--- config.mk ---
export PLATFORM = sky130hd
export DESIGN_NAME = relative_l2_l1_error
export DESIGN_NICKNAME = d
export VERILOG_FILES = /design/src/hdl/rle_pkg.sv /design/src/hdl/rle_datapath.sv /design/src/hdl/rle_ctrl.sv /design/src/hdl/relative_l2_l1_error.sv
export SDC_FILE = /design/constraint.sdc
export NUM_CORES = 2
export LEC_CHECK = 0
export ABC_AREA = 0
export CORE_MARGIN = 8
export CORE_UTILIZATION = 32
export DETAILED_ROUTE_END_ITERATION = 6
export DONT_BUFFER_PORTS = 1
export HOLD_SLACK_MARGIN = 0.08
export MAX_ROUTING_LAYER = met4
export SLEW_MARGIN = 20
export SYNTH_ARGS = -nofsm -noshare
export SYNTH_HDL_FRONTEND = slang
export SYNTH_HIERARCHICAL = 1
export SYNTH_SLANG_ARGS = --single-unit
export TNS_END_PERCENT = 30
--- constraint.sdc ---
create_clock -name clk_i -period 14.3 [get_ports clk_i]
set_input_delay 2.86 -clock clk_i [delete_from_list [all_inputs] [get_ports clk_i]]
set_output_delay 2.86 -clock clk_i [all_outputs]
set_load 0.05 [all_outputs]
--- src/hdl/rle_pkg.sv ---
package rle_pkg;

  typedef struct packed {
    logic signed [15:0] ref_sample;
    logic signed [15:0] test_sample;
    logic               last_sample;
  } rle_in_t;

  typedef struct packed {
    logic [25:0] l2_ref;
    logic [25:0] l2_test;
    logic [25:0] l2_delta;
    logic [35:0] l1_ref;
    logic [35:0] l1_test;
    logic [35:0] l1_delta;
    logic [23:0] l2_relative;
    logic [23:0] l1_relative;
    logic        reference_zero;
    logic        count_overflow;
  } rle_out_t;

  localparam int unsigned SqRefW   = 51;
  localparam int unsigned SqDeltaW = 52;
  localparam int unsigned AbsW     = 36;
  localparam int unsigned RootW    = 26;
  localparam int unsigned RelW     = 24;
  localparam int unsigned QuotW    = 52;
  localparam int unsigned NumW     = 52;

  typedef enum logic [1:0] {
    CMD_IDLE,
    CMD_ACCUM,
    CMD_ROOT_START,
    CMD_DIV_START
  } rle_cmd_e;

  typedef struct packed {
    logic root_done;
    logic div_done;
  } rle_status_t;

endpackage

--- src/hdl/rle_datapath.sv ---
module rle_datapath
  import rle_pkg::*;
#(
  parameter int unsigned COUNT_MAX   = 1048576,
  parameter int unsigned SAMPLE_BITS = 16
) (
  input  logic        clk_i,
  input  logic        rst_ni,
  input  rle_cmd_e    cmd_i,
  input  rle_in_t     in_i,
  output rle_status_t status_o,
  output rle_out_t    result_o
);

  localparam int unsigned CntW = $clog2(COUNT_MAX + 1);

  logic [SqRefW-1:0]   sq_ref_q, sq_test_q;
  logic [SqDeltaW-1:0] sq_delta_q;
  logic [AbsW-1:0]     ab_ref_q, ab_test_q, ab_delta_q;
  logic [CntW-1:0]     cnt_q;
  logic                ovf_q;

  logic [RootW-1:0] l2_ref_q, l2_test_q, l2_delta_q;
  logic [AbsW-1:0]  l1_ref_q, l1_test_q, l1_delta_q;
  logic             ref_zero_q, cnt_ovf_q;

  logic signed [SAMPLE_BITS-1:0] r_s, t_s;
  logic signed [SAMPLE_BITS:0]   d_s;
  logic [SAMPLE_BITS-1:0]        ar, at;
  logic [SAMPLE_BITS:0]          ad;

  assign r_s = in_i.ref_sample[SAMPLE_BITS-1:0];
  assign t_s = in_i.test_sample[SAMPLE_BITS-1:0];
  assign d_s = {r_s[SAMPLE_BITS-1], r_s} - {t_s[SAMPLE_BITS-1], t_s};
  assign ar  = r_s[SAMPLE_BITS-1] ? SAMPLE_BITS'(-r_s) : SAMPLE_BITS'(r_s);
  assign at  = t_s[SAMPLE_BITS-1] ? SAMPLE_BITS'(-t_s) : SAMPLE_BITS'(t_s);
  assign ad  = d_s[SAMPLE_BITS] ? (SAMPLE_BITS+1)'(-d_s) : (SAMPLE_BITS+1)'(d_s);

  // three roots share one bit-pair iteration each, run in parallel
  logic [SqDeltaW-1:0] rx_q [3];
  logic [SqDeltaW-1:0] rr_q [3];
  logic [SqDeltaW-1:0] rbit_q;
  logic                root_busy_q;

  // two restoring dividers run in parallel
  logic [NumW-1:0]  dnum_q [2];
  logic [AbsW-1:0]  dden_q [2];
  logic [AbsW:0]    drem_q [2];
  logic [QuotW-1:0] dquo_q [2];
  logic [5:0]       dcnt_q;
  logic             div_busy_q;

  logic [AbsW:0] rem_sh [2];
  logic [SqDeltaW-1:0] rsum [3];

  always_comb begin
    for (int i = 0; i < 2; i++) begin
      rem_sh[i] = {drem_q[i][AbsW-1:0], dnum_q[i][NumW-1]};
    end
    for (int i = 0; i < 3; i++) begin
      rsum[i] = rr_q[i] + rbit_q;
    end
  end

  always_ff @(posedge clk_i or negedge rst_ni) begin
    if (!rst_ni) begin
      sq_ref_q    <= '0;
      sq_test_q   <= '0;
      sq_delta_q  <= '0;
      ab_ref_q    <= '0;
      ab_test_q   <= '0;
      ab_delta_q  <= '0;
      cnt_q       <= '0;
      ovf_q       <= 1'b0;
      root_busy_q <= 1'b0;
      div_busy_q  <= 1'b0;
      rbit_q      <= '0;
      dcnt_q      <= '0;
      l2_ref_q    <= '0;
      l2_test_q   <= '0;
      l2_delta_q  <= '0;
      l1_ref_q    <= '0;
      l1_test_q   <= '0;
      l1_delta_q  <= '0;
      ref_zero_q  <= 1'b0;
      cnt_ovf_q   <= 1'b0;
      for (int i = 0; i < 3; i++) begin
        rx_q[i] <= '0;
        rr_q[i] <= '0;
      end
      for (int i = 0; i < 2; i++) begin
        dnum_q[i] <= '0;
        dden_q[i] <= '0;
        drem_q[i] <= '0;
        dquo_q[i] <= '0;
      end
    end else begin
      unique case (cmd_i)
        CMD_ACCUM: begin
          if (cnt_q < CntW'(COUNT_MAX)) begin
            sq_ref_q   <= sq_ref_q + SqRefW'(ar * ar);
            sq_test_q  <= sq_test_q + SqRefW'(at * at);
            sq_delta_q <= sq_delta_q + SqDeltaW'(ad * ad);
            ab_ref_q   <= ab_ref_q + AbsW'(ar);
            ab_test_q  <= ab_test_q + AbsW'(at);
            ab_delta_q <= ab_delta_q + AbsW'(ad);
            cnt_q      <= cnt_q + 1'b1;
          end else begin
            ovf_q <= 1'b1;
          end
        end
        CMD_ROOT_START: begin
          rx_q[0]     <= SqDeltaW'(sq_ref_q);
          rx_q[1]     <= SqDeltaW'(sq_test_q);
          rx_q[2]     <= sq_delta_q;
          for (int i = 0; i < 3; i++) rr_q[i] <= '0;
          rbit_q      <= SqDeltaW'(1) << (SqDeltaW - 2);
          root_busy_q <= 1'b1;
          l1_ref_q    <= ab_ref_q;
          l1_test_q   <= ab_test_q;
          l1_delta_q  <= ab_delta_q;
          ref_zero_q  <= (ab_ref_q == '0);
          cnt_ovf_q   <= ovf_q;
          sq_ref_q   <= '0;
          sq_test_q  <= '0;
          sq_delta_q <= '0;
          ab_ref_q   <= '0;
          ab_test_q  <= '0;
          ab_delta_q <= '0;
          cnt_q      <= '0;
          ovf_q      <= 1'b0;
        end
        CMD_DIV_START: begin
          dnum_q[0]  <= NumW'(rr_q[2][RootW-1:0]) << 16;
          dden_q[0]  <= AbsW'(rr_q[0][RootW-1:0]);
          dnum_q[1]  <= NumW'(l1_delta_q) << 16;
          dden_q[1]  <= l1_ref_q;
          for (int i = 0; i < 2; i++) begin
            drem_q[i] <= '0;
            dquo_q[i] <= '0;
          end
          dcnt_q     <= 6'(NumW);
          div_busy_q <= 1'b1;
          l2_ref_q   <= rr_q[0][RootW-1:0];
          l2_test_q  <= rr_q[1][RootW-1:0];
          l2_delta_q <= rr_q[2][RootW-1:0];
        end
        default: ;
      endcase

      if (root_busy_q) begin
        for (int i = 0; i < 3; i++) begin
          if (rx_q[i] >= rsum[i]) begin
            rx_q[i] <= rx_q[i] - rsum[i];
            rr_q[i] <= (rr_q[i] >> 1) + rbit_q;
          end else begin
            rr_q[i] <= rr_q[i] >> 1;
          end
        end
        rbit_q <= rbit_q >> 2;
        if (rbit_q == SqDeltaW'(1)) root_busy_q <= 1'b0;
      end

      if (div_busy_q) begin
        for (int i = 0; i < 2; i++) begin
          dnum_q[i] <= dnum_q[i] << 1;
          if (rem_sh[i] >= {1'b0, dden_q[i]}) begin
            drem_q[i] <= rem_sh[i] - {1'b0, dden_q[i]};
            dquo_q[i] <= {dquo_q[i][QuotW-2:0], 1'b1};
          end else begin
            drem_q[i] <= rem_sh[i];
            dquo_q[i] <= {dquo_q[i][QuotW-2:0], 1'b0};
          end
        end
        dcnt_q <= dcnt_q - 1'b1;
        if (dcnt_q == 6'd1) div_busy_q <= 1'b0;
      end
    end
  end

  logic [RelW-1:0] rel [2];
  always_comb begin
    for (int i = 0; i < 2; i++) begin
      if (dden_q[i] == '0 || dquo_q[i] > QuotW'({RelW{1'b1}})) rel[i] = '1;
      else rel[i] = dquo_q[i][RelW-1:0];
    end
  end

  assign result_o.l2_ref         = l2_ref_q;
  assign result_o.l2_test        = l2_test_q;
  assign result_o.l2_delta       = l2_delta_q;
  assign result_o.l1_ref         = l1_ref_q;
  assign result_o.l1_test        = l1_test_q;
  assign result_o.l1_delta       = l1_delta_q;
  assign result_o.l2_relative    = rel[0];
  assign result_o.l1_relative    = ref_zero_q ? '1 : rel[1];
  assign result_o.reference_zero = ref_zero_q;
  assign result_o.count_overflow = cnt_ovf_q;
  assign status_o.root_done = !root_busy_q;
  assign status_o.div_done  = !div_busy_q;

endmodule

--- src/hdl/rle_ctrl.sv ---
module rle_ctrl
  import rle_pkg::*;
(
  input  logic        clk_i,
  input  logic        rst_ni,
  input  logic        in_valid_i,
  output logic        in_ready_o,
  input  logic        last_i,
  output logic        out_valid_o,
  input  logic        out_ready_i,
  input  rle_status_t status_i,
  output rle_cmd_e    cmd_o
);

  typedef enum logic [2:0] {
    S_ACCUM, S_ROOT_GO, S_ROOT, S_DIV_GO, S_DIV, S_OUT
  } state_e;

  state_e state_q;

  assign in_ready_o = (state_q == S_ACCUM);

  always_comb begin
    unique case (state_q)
      S_ACCUM:   cmd_o = (in_valid_i) ? CMD_ACCUM : CMD_IDLE;
      S_ROOT_GO: cmd_o = CMD_ROOT_START;
      S_DIV_GO:  cmd_o = CMD_DIV_START;
      default:   cmd_o = CMD_IDLE;
    endcase
  end

  always_ff @(posedge clk_i or negedge rst_ni) begin
    if (!rst_ni) begin
      state_q     <= S_ACCUM;
      out_valid_o <= 1'b0;
    end else begin
      unique case (state_q)
        S_ACCUM:   if (in_valid_i && last_i) state_q <= S_ROOT_GO;
        S_ROOT_GO: state_q <= S_ROOT;
        S_ROOT:    if (status_i.root_done) state_q <= S_DIV_GO;
        S_DIV_GO:  state_q <= S_DIV;
        S_DIV: begin
          if (status_i.div_done) begin
            state_q     <= S_OUT;
            out_valid_o <= 1'b1;
          end
        end
        S_OUT: begin
          if (out_ready_i) begin
            state_q     <= S_ACCUM;
            out_valid_o <= 1'b0;
          end
        end
        default: state_q <= S_ACCUM;
      endcase
    end
  end

endmodule

--- src/hdl/relative_l2_l1_error.sv ---
// Relative L2/L1 error accumulator. Each request carries a reference and a
// test sample; they are accumulated at one request per cycle. On the request
// marked last the block computes three 26-step integer square roots and
// then two 52-step restoring divisions, then holds the result until taken.
// Input is not accepted during that time.
module relative_l2_l1_error
  import rle_pkg::*;
#(
  parameter int unsigned COUNT_MAX   = 1048576,
  parameter int unsigned SAMPLE_BITS = 16
) (
  input  logic     clk_i,
  input  logic     rst_ni,
  input  logic     in_valid_i,
  output logic     in_ready_o,
  input  rle_in_t  in_data_i,
  output logic     out_valid_o,
  input  logic     out_ready_i,
  output rle_out_t out_data_o
);

  rle_cmd_e    cmd;
  rle_status_t status;

  rle_ctrl u_ctrl (
    .clk_i      (clk_i),
    .rst_ni     (rst_ni),
    .in_valid_i (in_valid_i),
    .in_ready_o (in_ready_o),
    .last_i     (in_data_i.last_sample),
    .out_valid_o(out_valid_o),
    .out_ready_i(out_ready_i),
    .status_i   (status),
    .cmd_o      (cmd)
  );

  rle_datapath #(
    .COUNT_MAX  (COUNT_MAX),
    .SAMPLE_BITS(SAMPLE_BITS)
  ) u_dp (
    .clk_i   (clk_i),
    .rst_ni  (rst_ni),
    .cmd_i   (cmd),
    .in_i    (in_data_i),
    .status_o(status),
    .result_o(out_data_o)
  );

endmodule
==> results.md <==
* HP Class: flip-flop to flip-flop
* Post-DR wirelength/cell at ~19 µm
* Die X-Extent at ~570 µm
* # Post-CTS Setup Buffers at 0
* Storage cell area at roughly 28000 µm²
* Worst Path Max Fanout at 17
* Hold_buf cts at 0
* Share of cells above drive strength 1 at 0.0429
* Clock Skews at between 0.07 and 0.08 ns
* Final worst-path cycle share at 0.849
* TritonCTS Buffers at about 150
* Complex-gate fraction of the synthesized area at 0.168
* Unrepaired setup endpoints after global routing: no
* Sink Count at between 1000 and 1500
* Most frequent cells in the layout: 2125 x nand2_1, 1104 x dfrtp_1, 1095 x inv_1
* CORE AREA at 302000 µm²
* Port Buf Inserts at 0
* IO Count at roughly 280
* Gates resized, CTS repair at 0
* H-tree depth at 4
* Arrival @ worst endpoint at ~13 ns
* Vias at around 80000
* Pre-antenna DRT Iters at 6
* Placed cell count at 15100
* CP most frequent cell: fa_1
* Post-Route WL at 290000 µm
* Met1 Use GR at 0.263
* CTS clk-pin slew, worst paths at 0.06 ns
* Final setup vio count at 0
* FFs w/ async S/R, synth at 1.00
* Synthesis-stage register bit count at approximately 1100
* Post-synthesis xor/xnor area fraction at 0.0630
* Cells after Synth at 11600
* Mean Syn Cell Area at 8.41 µm²
* Worst EP required at 14.96 ns
* Gr busiest metal: met1
* Adder-cell share of the synthesized area at 0.227
* Kind of end point of the critical path: flip-flop
* Top FF cell, synth: dfrtp_1
* Largest net degree at the start of global routing at 205
* Critical path class: input pin to flip-flop
* Max Slew Vio Count at 0
* Simple-gate share of the synthesized area at 0.177
* CP peak stage delay at 0.79 ns
* Initial Utilization at 0.321
* Die Area at 321000 µm²
* Final hold violation count at 0
* Hold slack at ~0.44 ns
* Clock Latency Late Sink at between 0.8 and 0.9 ns
* Critical-path top delay cell: a21oi_1
* Met3 usage at 0.0387
* Mapped Area at 97100 µm²
* Tot GR Track Use at 0.180
* Final TNS setup at 0 ns
* Synth unique cells at roughly 110
* Row count at 202
* GRT overflow at 0
* Slew @ Worst Pin at ~1.1 ns
* Max-cap violations at 0
* Post-synthesis mux area share at 0.0119
* Vias in the first global route at 76700
* Multi-input gate area at approximately 63000 µm²
* Status: finished, final reports clean
* Gp weighted congestion at about 0.91
* Via-to-Cell Ratio at 5.21
* YS warnings at 6
* DRC Markers at 0
* Die Y at roughly 570 µm
* Relative slew slack at 0.279
* Post-synth EDFFs at 0
* Max frequency at about 82 MHz
* Top delay family on crit path: adder cells
* Register area share after synthesis at 0.285
* First-pass GRT wire length at 456000 µm
* Detailed Route Iter0 Violations at 6773
* Tmin final at 12.15 ns
* Most common cell after layout, fill and taps aside: nand2_1
* Fill cells at about 31000
* Initial antenna violation count at 11
* Post-route insts no fill at between 15000 and 20000
* Layout Nets at around 13000
* Antenna Nets Post-Route at 0
* Area grow syn2layout at 9.21%
* WP buf/inv at 6
* Largest family of logic cells by synthesized area: adder cells
* HPWL Detailed at between 200000 and 250000 µm
* Root Buffer: clkbuf_16
* Clock buffer depth at 4
* GR Layer Usage met2 at 0.256
* TritonCTS clock tree: built
* Startpoint Class: input pin
==> registers in the layout, indices dropped and copies added, names as in the netlist, 21 cells and up <==
| name | flops |
|---|---|
| u_dp/l2_test_q | 26 |
| u_dp/dden_q | 62 |
| u_dp/sq_ref_q | 51 |
| u_dp/rr_q | 156 |
| u_dp/rx_q | 156 |
| u_dp/sq_test_q | 51 |
| u_dp/l1_test_q | 36 |
| u_dp/sq_delta_q | 52 |
| u_dp/l1_ref_q | 36 |
| u_dp/l1_delta_q | 36 |
| u_dp/drem_q | 72 |
| u_dp/cnt_q | 21 |
| u_dp/dnum_q | 72 |
| u_dp/rbit_q | 26 |
| u_dp/ab_test_q | 36 |
| u_dp/l2_delta_q | 26 |
| u_dp/ab_ref_q | 36 |
| u_dp/ab_delta_q | 36 |
| u_dp/dquo_q | 104 |
==> area by class of cell <==
cell class                      count  area share
Multi-Input combinational cell   8800       0.596
Antenna cell                        8    0.000189
Timing Repair Buffer              112      0.0108
Inverter                         1118      0.0396
Tap cell                         3978      0.0469
Clock buffer                      205      0.0402
Sequential cell                  1106       0.261
Clock inverter                     47     0.00569
==> stage by stage <==
stage / utilization / instance area, µm² / setup slack, ns
finish: 0.351 / 106000 / 2.15
floorplan: - / 97200 / 2.35
CTS: 0.350 / 106000 / 2.20
global placement: 0.334 / 101000 / 1.43
detailed placement: 0.334 / 101000 / 1.39
global route: 0.351 / 106000 / 1.28
==> routing by layer <==
metal	wire (µm)	vias up
met5	0	-
met4	5520	0
met3	23300	336
met2	119000	2184
met1	142000	39200
li1	-	38400
==> final timing paths <==
| kind | startpoint | slack (ns) | depth (start not counted) | end |
|---|---|---|---|---|
| min | u_dp/dnum_q[27] | 0.44 | 2 | u_dp/dnum_q[28] |
| max in group asynchronous | rst_ni | 9.28 | 6 | u_dp/drem_q[19] |
| max reg2reg | u_dp/rbit_q[0] | 5.65 | 25 | u_dp/rr_q[103] |
| min reg2reg | u_dp/dnum_q[27] | 0.44 | 2 | u_dp/dnum_q[28] |
| min in group asynchronous | rst_ni | 1.74 | 0 | u_dp/drem_q[71] |
| max | in_data_i[17] | 2.15 | 35 | u_dp/sq_delta_q[49] |
==> tightest hold or removal path, stage by stage, from the launching register on <==
cell	delay, ns
dfrtp_1	0.34
nand2_1	0.05
o21ai_0	0.06
==> Yosys cell counts, types with 121 or more instances <==
library cell  instances  area, µm²
xnor2_1             395       3460
inv_1              1095       4110
xor2_1              300       2630
fa_1                621      12400
nand4_1             123        769
nand2_1            2126       7980
o21ai_0             909       4550
nor2_1              760       2850
a21oi_1             458       2290
a21o_1              225       1690
nand2b_1            121        757
a31oi_1             273       1710
ha_1                769       9620
nand3_1             270       1350
clkbuf_1            424       1590
dfrtp_1            1106      27700
==> cells by family after synthesis <==
group | after synthesis
AOI/OAI and AO/OA | 2613
muxes | 115
and+or+nand+nor | 3950
DFF | 1106
other | 2
buffers and inverters | 1680
adders and majority gates | 1390
xor gates and xnor gates | 697
Power is not shown: default switching activity piles up to over one toggle a cycle in this logic, so the estimate is an artifact.
